===== config.mk =====
export PLATFORM = sky130hd
export DESIGN_NAME = bitmap_slot_allocator
export DESIGN_NICKNAME = d
export VERILOG_FILES = /design/src/bsa_pkg.sv /design/src/bsa_ctrl.sv /design/src/bsa_datapath.sv /design/src/bitmap_slot_allocator.sv
export SDC_FILE = /design/constraint.sdc
export NUM_CORES = 1
export LEC_CHECK = 0
export ABC_CLOCK_PERIOD_IN_PS = 12900
export BUFFER_PORTS_ARGS = -buffer_cell sky130_fd_sc_hd__buf_2
export CAP_MARGIN = 10
export CORE_MARGIN = 4
export CORE_UTILIZATION = 38
export CTS_CLUSTER_SIZE = 24
export DETAILED_ROUTE_END_ITERATION = 7
export GPL_TIMING_DRIVEN = 0
export PLACE_DENSITY = 0.59
export REMOVE_ABC_BUFFERS = 1
export SLEW_MARGIN = 20
export SYNTH_ARGS = -nofsm -noshare
export SYNTH_HDL_FRONTEND = slang
export SYNTH_HIERARCHICAL = 1
export SYNTH_SLANG_ARGS = --single-unit

===== constraint.sdc =====
create_clock -name clk -period 12.9 [get_ports clk]
set_clock_uncertainty 0.15 [all_clocks]
set_input_delay 1.29 -clock clk [delete_from_list [all_inputs] [get_ports clk]]
set_output_delay 1.29 -clock clk [all_outputs]
set_load 0.01 [all_outputs]

===== src/bsa_pkg.sv =====
`default_nettype none

package bsa_pkg;

  // Request codes carried on in_tuser.
  localparam logic OP_ALLOC = 1'b0;
  localparam logic OP_FREE  = 1'b1;

  // Result status codes.
  localparam logic [1:0] ST_OK      = 2'd0;
  localparam logic [1:0] ST_NO_SLOT = 2'd1;
  localparam logic [1:0] ST_REJECT  = 2'd2;

  // Configuration register indexes.
  localparam logic [7:0] CFG_BASE = 8'd0;
  localparam logic [7:0] CFG_SLOT = 8'd1;

  // Field widths.
  localparam int unsigned IDX_W  = 6;
  localparam int unsigned ADDR_W = 48;
  localparam int unsigned SIZE_W = 33;
  localparam int unsigned PROD_W = IDX_W + SIZE_W;
  localparam int unsigned CFG_W  = 48;
  localparam int unsigned IN_W   = 8;
  localparam int unsigned OUT_W  = 64;

  // Register reset values.
  localparam logic [ADDR_W-1:0] BASE_RESET = '0;
  localparam logic [SIZE_W-1:0] SLOT_RESET = SIZE_W'(64);

  // Commands from the controller to the datapath.
  typedef struct packed {
    logic take;      // latch a request and update the bitmap
    logic load_out;  // finish the address and load the output register
  } bsa_cmd_t;

endpackage

`default_nettype wire


===== src/bsa_ctrl.sv =====
`default_nettype none

module bsa_ctrl
  import bsa_pkg::*;
(
  input  wire logic clk,
  input  wire logic rst_n,
  input  wire logic in_tvalid,
  output logic      in_tready,
  output logic      out_tvalid,
  input  wire logic out_tready,
  output bsa_cmd_t  cmd
);

  localparam logic S_IDLE = 1'b0;
  localparam logic S_ADDR = 1'b1;

  logic state_r, state_nxt;
  logic out_valid_r, out_valid_nxt;

  // A request is taken only when no earlier one is still in the address step.
  assign in_tready    = (state_r == S_IDLE);
  assign out_tvalid   = out_valid_r;
  assign cmd.take     = in_tvalid && in_tready;
  assign cmd.load_out = (state_r == S_ADDR) && (!out_valid_r || out_tready);

  // Next state and output valid.
  always_comb begin
    state_nxt = state_r;
    case (state_r)
      S_IDLE: begin
        if (cmd.take) begin
          state_nxt = S_ADDR;
        end
      end
      S_ADDR: begin
        if (cmd.load_out) begin
          state_nxt = S_IDLE;
        end
      end
      default: state_nxt = S_IDLE;
    endcase

    if (cmd.load_out) begin
      out_valid_nxt = 1'b1;
    end else if (out_tready) begin
      out_valid_nxt = 1'b0;
    end else begin
      out_valid_nxt = out_valid_r;
    end
  end

  always_ff @(posedge clk) begin
    if (!rst_n) begin
      state_r     <= S_IDLE;
      out_valid_r <= 1'b0;
    end else begin
      state_r     <= state_nxt;
      out_valid_r <= out_valid_nxt;
    end
  end

endmodule

`default_nettype wire


===== src/bsa_datapath.sv =====
`default_nettype none

module bsa_datapath
  import bsa_pkg::*;
#(
  parameter int unsigned SLOT_COUNT = 64
) (
  input  wire logic              clk,
  input  wire logic              rst_n,
  input  wire bsa_cmd_t          cmd,
  input  wire logic              req_opcode,
  input  wire logic [IDX_W-1:0]  req_slot,
  input  wire logic              cfg_we,
  input  wire logic [7:0]        cfg_index,
  input  wire logic [CFG_W-1:0]  cfg_data,
  output logic [1:0]             res_status,
  output logic [IDX_W-1:0]       res_index,
  output logic [ADDR_W-1:0]      res_address,
  output logic                   res_full,
  output logic                   res_avail
);

  localparam int unsigned MAP_IDX_W = $clog2(SLOT_COUNT);

  logic [ADDR_W-1:0]     base_r;
  logic [SIZE_W-1:0]     slot_bytes_r;
  logic [SLOT_COUNT-1:0] free_map_r, free_map_nxt;

  // Request stage registers.
  logic [1:0]        status_r, status_nxt;
  logic [IDX_W-1:0]  gidx_r, gidx_nxt;
  logic              grant_r, grant_nxt;
  logic              full_r, full_nxt;
  logic              avail_r, avail_nxt;
  logic [PROD_W-1:0] prod_r;

  // Output register.
  logic [1:0]        out_status_r;
  logic [IDX_W-1:0]  out_index_r;
  logic [ADDR_W-1:0] out_addr_r;
  logic              out_full_r;
  logic              out_avail_r;

  logic [MAP_IDX_W-1:0]  enc_pos;
  logic                  any_free;
  logic                  in_range;
  logic [MAP_IDX_W-1:0]  free_sel;
  logic [SLOT_COUNT-1:0] alloc_map;

  // Configuration registers.
  always_ff @(posedge clk) begin
    if (!rst_n) begin
      base_r       <= BASE_RESET;
      slot_bytes_r <= SLOT_RESET;
    end else if (cfg_we) begin
      if (cfg_index == CFG_BASE) begin
        base_r <= cfg_data[ADDR_W-1:0];
      end else if (cfg_index == CFG_SLOT) begin
        slot_bytes_r <= cfg_data[SIZE_W-1:0];
      end
    end
  end

  // Priority encoder: highest-numbered free slot.
  always_comb begin
    enc_pos = '0;
    for (int i = 0; i < SLOT_COUNT; i++) begin
      if (free_map_r[i]) begin
        enc_pos = MAP_IDX_W'(i);
      end
    end
  end

  assign any_free  = |free_map_r;
  assign in_range  = {1'b0, req_slot} < (IDX_W + 1)'(SLOT_COUNT);
  assign free_sel  = req_slot[MAP_IDX_W-1:0];
  assign alloc_map = free_map_r & ~(SLOT_COUNT'(1) << enc_pos);

  // Request decode and bitmap update.
  always_comb begin
    free_map_nxt = free_map_r;
    status_nxt   = ST_OK;
    gidx_nxt     = '0;
    grant_nxt    = 1'b0;
    full_nxt     = 1'b0;
    avail_nxt    = 1'b0;
    if (req_opcode == OP_ALLOC) begin
      if (!any_free) begin
        status_nxt = ST_NO_SLOT;
      end else begin
        free_map_nxt = alloc_map;
        gidx_nxt     = IDX_W'(enc_pos);
        grant_nxt    = 1'b1;
        full_nxt     = (alloc_map == '0);
      end
    end else begin
      if (!in_range || free_map_r[free_sel]) begin
        status_nxt = ST_REJECT;
      end else begin
        avail_nxt              = (free_map_r == '0);
        free_map_nxt[free_sel] = 1'b1;
      end
    end
  end

  always_ff @(posedge clk) begin
    if (!rst_n) begin
      free_map_r <= '1;
    end else if (cmd.take) begin
      free_map_r <= free_map_nxt;
    end
  end

  // First step: latch the decoded request and form the slot offset.
  always_ff @(posedge clk) begin
    if (cmd.take) begin
      status_r <= status_nxt;
      gidx_r   <= gidx_nxt;
      grant_r  <= grant_nxt;
      full_r   <= full_nxt;
      avail_r  <= avail_nxt;
      prod_r   <= PROD_W'(gidx_nxt) * PROD_W'(slot_bytes_r);
    end
  end

  // Second step: add the base and load the output register.
  always_ff @(posedge clk) begin
    if (cmd.load_out) begin
      out_status_r <= status_r;
      out_index_r  <= gidx_r;
      out_full_r   <= full_r;
      out_avail_r  <= avail_r;
      out_addr_r   <= grant_r ? (base_r + ADDR_W'(prod_r)) : '0;
    end
  end

  assign res_status  = out_status_r;
  assign res_index   = out_index_r;
  assign res_address = out_addr_r;
  assign res_full    = out_full_r;
  assign res_avail   = out_avail_r;

endmodule

`default_nettype wire


===== src/bitmap_slot_allocator.sv =====
// out_tvalid rises once the address step has loaded the output register, which waits
// while an earlier result is still held there and out_tready is low.
// Requests are not overlapped: the two-step sequence of bitmap update with slot-offset
// multiply, then the base-address add, must finish before a new request is taken.
// The output register lets a new request enter while a result waits.
// Reset (synchronous, rst_n low): every slot free, base address 0, slot size 64,
// no result pending.
`default_nettype none

module bitmap_slot_allocator
  import bsa_pkg::*;
#(
  parameter int unsigned SLOT_COUNT = 64
) (
  input  wire logic              clk,
  input  wire logic              rst_n,
  // Request channel.
  input  wire logic              in_tvalid,
  output logic                   in_tready,
  input  wire logic [IN_W-1:0]   in_tdata,   // [5:0] slot_index, [7:6] zero
  input  wire logic              in_tuser,   // opcode
  // Result channel.
  output logic                   out_tvalid,
  input  wire logic              out_tready,
  output logic [OUT_W-1:0]       out_tdata,  // [1:0] status, [7:2] granted_index,
                                             // [55:8] granted_address,
                                             // [56] became_full,
                                             // [57] became_available, [63:58] zero
  // Configuration write channel.
  input  wire logic              cfg_valid,
  output logic                   cfg_ready,
  input  wire logic [7:0]        cfg_index,
  input  wire logic [CFG_W-1:0]  cfg_data
);

  bsa_cmd_t          cmd;
  logic [1:0]        res_status;
  logic [IDX_W-1:0]  res_index;
  logic [ADDR_W-1:0] res_address;
  logic              res_full;
  logic              res_avail;

  assign cfg_ready = 1'b1;

  bsa_ctrl u_ctrl (
    .clk        (clk),
    .rst_n      (rst_n),
    .in_tvalid  (in_tvalid),
    .in_tready  (in_tready),
    .out_tvalid (out_tvalid),
    .out_tready (out_tready),
    .cmd        (cmd)
  );

  bsa_datapath #(
    .SLOT_COUNT (SLOT_COUNT)
  ) u_datapath (
    .clk         (clk),
    .rst_n       (rst_n),
    .cmd         (cmd),
    .req_opcode  (in_tuser),
    .req_slot    (in_tdata[IDX_W-1:0]),
    .cfg_we      (cfg_valid && cfg_ready),
    .cfg_index   (cfg_index),
    .cfg_data    (cfg_data),
    .res_status  (res_status),
    .res_index   (res_index),
    .res_address (res_address),
    .res_full    (res_full),
    .res_avail   (res_avail)
  );

  // Pack the result beat, lowest field first.
  assign out_tdata = {6'b0, res_avail, res_full, res_address, res_index, res_status};

endmodule

`default_nettype wire


==> metrics list <==
* Root buf cell: sky130_fd_sc_hd__clkbuf_16
* Number of top-level design ports: between 100 and 150
- Register cell area after layout: roughly 0.0062 mm²
* Detailed-routed wire length on met3: 3980 µm
* Syn. warnings: 6
* Period utilization: slightly above 70%
* Data required time of the worst path: ~13 ns
- Counting the buffers created by CTS gives 31.
* Total iterations of the first detailed-routing run: 6
- At the placement stage, the worst setup path has a slack of a little under 4 ns.
- Area contributors post-synth: sky130_fd_sc_hd__edfxtp_1 17%, sky130_fd_sc_hd__dfxtp_1 15%, sky130_fd_sc_hd__fa_1 13%
- After clock tree synthesis, the clock-pin slew on the worst setup and hold paths is ~0.06 ns.
- Number of vias per cell after detailed routing: about 5.5
- Setup fix buffers added after clock tree synthesis: 0
- The floorplan step defined a die boundary enclosing around 0.054 mm².
- Cells with a size suffix above 1 make up 10.7% of the layout.
- In this run, post-CTS hold repair placed 0 buffers.
- Summing all multi-input logic gate instances after layout gives around 0.012 mm².
* PortBufs: between 100 and 150
- Yosys top cell area share: between 10% and 20%
- STA puts the critical path data arrival time at a little over 9 ns.
* Largest net degree at the start of global routing: 80
- Row generation in the floorplan step produced between 80 and 90 rows.
* Final worst slack: between 3 and 4 ns
* Antenna violations before repair: 0
- IR Drop Worst-Case VDD: 0.0918 mV
* CP Capture Point: u_datapath/prod_r[38]
- Along the worst path, the maximum fanout reaches 26.
- The clock reaches the later pin of the worst-skew pair after between 0.5 and 0.6 ns.
- The initial utilization of the core area, before any placement, comes to a little under two fifths.
- After filler insertion, the fill cell instance count of the layout stands at approximately 4900.
- Placeable core area: about 0.050 mm²
- Across all hold checks on the routed design, the worst slack comes to approximately 0.27 ns.
* Slew @ Worst Pin: approximately 1.1 ns
- Routed signal wires occupy layers up through met4.
- Number of nets still failing antenna checks after routing: 0
- Most common flop cell mapped by yosys: sky130_fd_sc_hd__dfxtp_1
- For this run the aggregate overflow at the end of global routing stands at 0.
- The analysis attributes to cell leakage a power of 8.37 nW.
- For this block, the routed nets add up to 55900 µm of wire.
- Pwr/cell area: 89.4 mW/mm²
- Synthesis produced 2202 cells.
- The flow ran to the end, and the final reports show no timing, DRC or antenna violations.
- Clock tree from TritonCTS: done
- Number of instances resized during post-cts repair: 0
- In this run the worst hold path is classified as register to register.
* All-Layer GR Usage: 20.4%
- No sink is reached through more buffers than the 3 on the longest clock path.
- Antenna Cells: 0
- Setup violations remaining at the end of the flow were counted as 0.
* R2R Path Start: u_datapath/free_map_r[63]
* Slew Viols, Final: 0
- Clk sink count: between 200 and 300
* Setup CP Type: register to register
- Setup repair after global routing missed its margin: false
- The tool flagged a number of max-cap violations equal to 0.
- Number of enable flip-flop cells after synthesis: around 110
- First-pass GRT wire length: 89500 µm
- Nature of the critical path endpoint: register
- Largest incremental delay on the critical path: around 0.73 ns
- In the final design database the tool counted around 2500 nets.
- Post-detailed-route wirelength per cell: between 15 and 20 µm
- Netlist area before placement: 0.0192 mm²
* DRC errors left: 0
- The worst register-to-register path ends at u_datapath/prod_r[38].
* Cell type of the slowest stage on the worst timing path: sky130_fd_sc_hd__a2111oi_0
- The area growth from synthesis to layout is 12.8%.
- The number of global-route vias before repair was around 16000.
- Library cells used by synthesis: slightly above 90
- Register area share after synthesis: between 30 and 40%
- Detailed placement ended at an HPWL of about 42000 µm.
- In this run the number of H-tree levels came out at 1.
- Fmax: roughly 0.11 GHz
* DRC marker count from the first detailed-route iteration: roughly 1300
* Vertical die dimension: 233 µm
* Critical Path Source Type: register
- Via count of the routed design: approximately 16000
* Post-layout minimum cycle time: 9.08 ns
- Number of cells on the critical path: 23
* Post-synth ARST share: 0%
* Width of the die: between 200 and 250 µm
- Syn Area/Cell: roughly 8.7 µm²
- In this run the tightest slew margin relative to its limit is 24.6%.
- In the detailed route, the total length drawn on met2 is around 25000 µm.
- Met1 layer wirelength in the final routing: between 20000 and 25000 µm
- The critical path goes through nor4_4 > nand4_1 > nor3_2 > and4_1 > or2_2 > inv_1 > and3_1 > fa_1 > inv_1 > fa_1 > fa_1 > inv_1 > ha_1 > a21oi_1 > o21ai_0 > nand3_1 > a2111oi_0 > nor3_1 > o211ai_1 > a31oi_1 > o21ai_0 > mux2i_1 > nand3_1.
- After routing, the total negative slack on setup checks comes to 0 ns.
* Timing startpoint of the critical path: u_datapath/free_map_r[63]
- Cell family with the largest share of critical-path delay: simple AND/OR/NAND/NOR gates
- Synthesized flop and latch total: between 200 and 300
* CP bufs+invs: 3
- Number of cells on the worst reg-to-reg path: 23
- Gpl congestion: between 0.9 and 1
* Largest area contributor in the netlist: sky130_fd_sc_hd__edfxtp_1
- Utilization after layout: 43.3%
- The number of hold violations in the final report came to 0.
* Internal reg-to-reg setup slack: 3.82 ns
==> cells in the final DEF, fill, tap and decap left out, drive strengths merged, types with 31 or more instances in the layout <==
cell type,count
nand2,383
nor2,183
dfxtp,147
inv,147
buf,139
a21oi,138
fa,126
o21ai,117
edfxtp,108
ha,86
a21boi,81
and2,62
nand3,48
clkbuf,37
nor4,36
xnor2,35
and3,34
xor2,31
nor3,31
==> through the flow <==
stage	instances	power, mW	cell area [µm²]
6_report	2961	1.93	21600
5_1_grt	2961	2.01	21600
4_1_cts	2961	1.96	21600
3_5_place_dp	2904	1.03	20500
3_3_place_gp	2892	1.02	20100
2_1_floorplan	2093	0.955	18700
==> Yosys cell counts (7+ instances only) <==
library cell	n
sky130_fd_sc_hd__o31ai_1	18
sky130_fd_sc_hd__a22oi_1	7
sky130_fd_sc_hd__a31oi_1	17
sky130_fd_sc_hd__o211ai_1	15
sky130_fd_sc_hd__and2_1	62
sky130_fd_sc_hd__nor4b_1	10
sky130_fd_sc_hd__xor2_1	31
sky130_fd_sc_hd__fa_1	126
sky130_fd_sc_hd__xnor2_1	35
sky130_fd_sc_hd__or2_2	8
sky130_fd_sc_hd__a21oi_1	137
sky130_fd_sc_hd__dfxtp_1	147
sky130_fd_sc_hd__o31a_1	11
sky130_fd_sc_hd__nand2b_1	18
sky130_fd_sc_hd__clkbuf_1	88
sky130_fd_sc_hd__inv_1	142
sky130_fd_sc_hd__and3_1	34
sky130_fd_sc_hd__o21a_1	13
sky130_fd_sc_hd__nand2_1	383
sky130_fd_sc_hd__nor2_1	182
sky130_fd_sc_hd__a21boi_0	80
sky130_fd_sc_hd__a211oi_1	8
sky130_fd_sc_hd__o21ai_0	115
sky130_fd_sc_hd__buf_4	14
sky130_fd_sc_hd__nor4_1	31
sky130_fd_sc_hd__nor2b_1	13
sky130_fd_sc_hd__nand4_1	10
sky130_fd_sc_hd__mux2i_1	9
sky130_fd_sc_hd__or3_1	12
sky130_fd_sc_hd__edfxtp_1	108
sky130_fd_sc_hd__ha_1	86
sky130_fd_sc_hd__a21o_1	28
sky130_fd_sc_hd__nand3_1	48
sky130_fd_sc_hd__nor3_1	29
==> cell type report <==
cell class	instances	area share (%)
Inverter	144	2.50
Multi-Input combinational cell	1694	55.6
Tap cell	672	3.89
Clock buffer	37	3.88
Timing Repair Buffer	139	4.39
Clock inverter	20	1.14
Sequential cell	255	28.6
==> cells by family after synthesis <==
logic type,count (synthesis),synth area share [%]
AND/OR/NAND/NOR,865,21.1
AO/OA/AOI/OAI,531,18.4
buffers and inverters,258,5.57
flip-flops,255,32.3
adder cells (fa/ha/maj),212,18.8
XOR/XNOR,66,3.02
multiplexers,13,0.822
other,2,0.0392
==> per-layer routing <==
metal	track usage, %	vias to the layer above
met5	0	-
met4	7.02	0
met3	3.01	130
met2	33.4	634
met1	27.6	7860
li1	-	7742
==> sequential cells by signal (all words and copies together), names as in the netlist <==
register and cells:
u_datapath/base_r 48, u_datapath/prod_r 39, u_datapath/res_address 48, u_datapath/grant_r 1, u_datapath/gidx_r 6, u_datapath/res_avail 1, u_datapath/status_r 2, u_datapath/res_full 1
u_datapath/res_status 2, u_datapath/res_index 6, u_datapath/full_r 1, u_ctrl/state_r 1, u_datapath/slot_bytes_r 33, u_datapath/avail_r 1, u_datapath/free_map_r 64, u_ctrl/out_tvalid 1
==> where the power goes <==
part / switching [mW] / leakage (nW) / internal (mW)
combinational: 0.0935 / 5.60 / 0.0509
clock: 0.355 / 0.532 / 0.564
sequential: 0.00898 / 2.24 / 0.861
==> worst min path at each step <==
stage,start,end,slack [ns],depth (start not counted)
final,u_datapath/gidx_r[2],u_datapath/res_index[2],0.27,0
after global routing,u_datapath/gidx_r[2],u_datapath/res_index[2],0.29,0
after floorplan,u_datapath/avail_r,u_datapath/res_avail,0.25,0
after CTS,u_datapath/gidx_r[1],u_datapath/res_index[1],0.27,0
after global placement,u_datapath/gidx_r[2],u_datapath/res_index[2],0.26,0
after detailed placement,u_datapath/avail_r,u_datapath/res_avail,0.26,0
==> worst register-to-register path, delay by kind of cell, from the launching register on <==
family / cells / cell delay (ns)
AOI/OAI and AO/OA: 6 / 1.99
and+or+nand+nor: 9 / 3.34
buffers and inverters: 3 / 0.62
adders and majority gates: 4 / 1.82
muxes: 1 / 0.24
DFF: 1 / 0.63
Note: power is estimated with default switching activity, not from simulation.
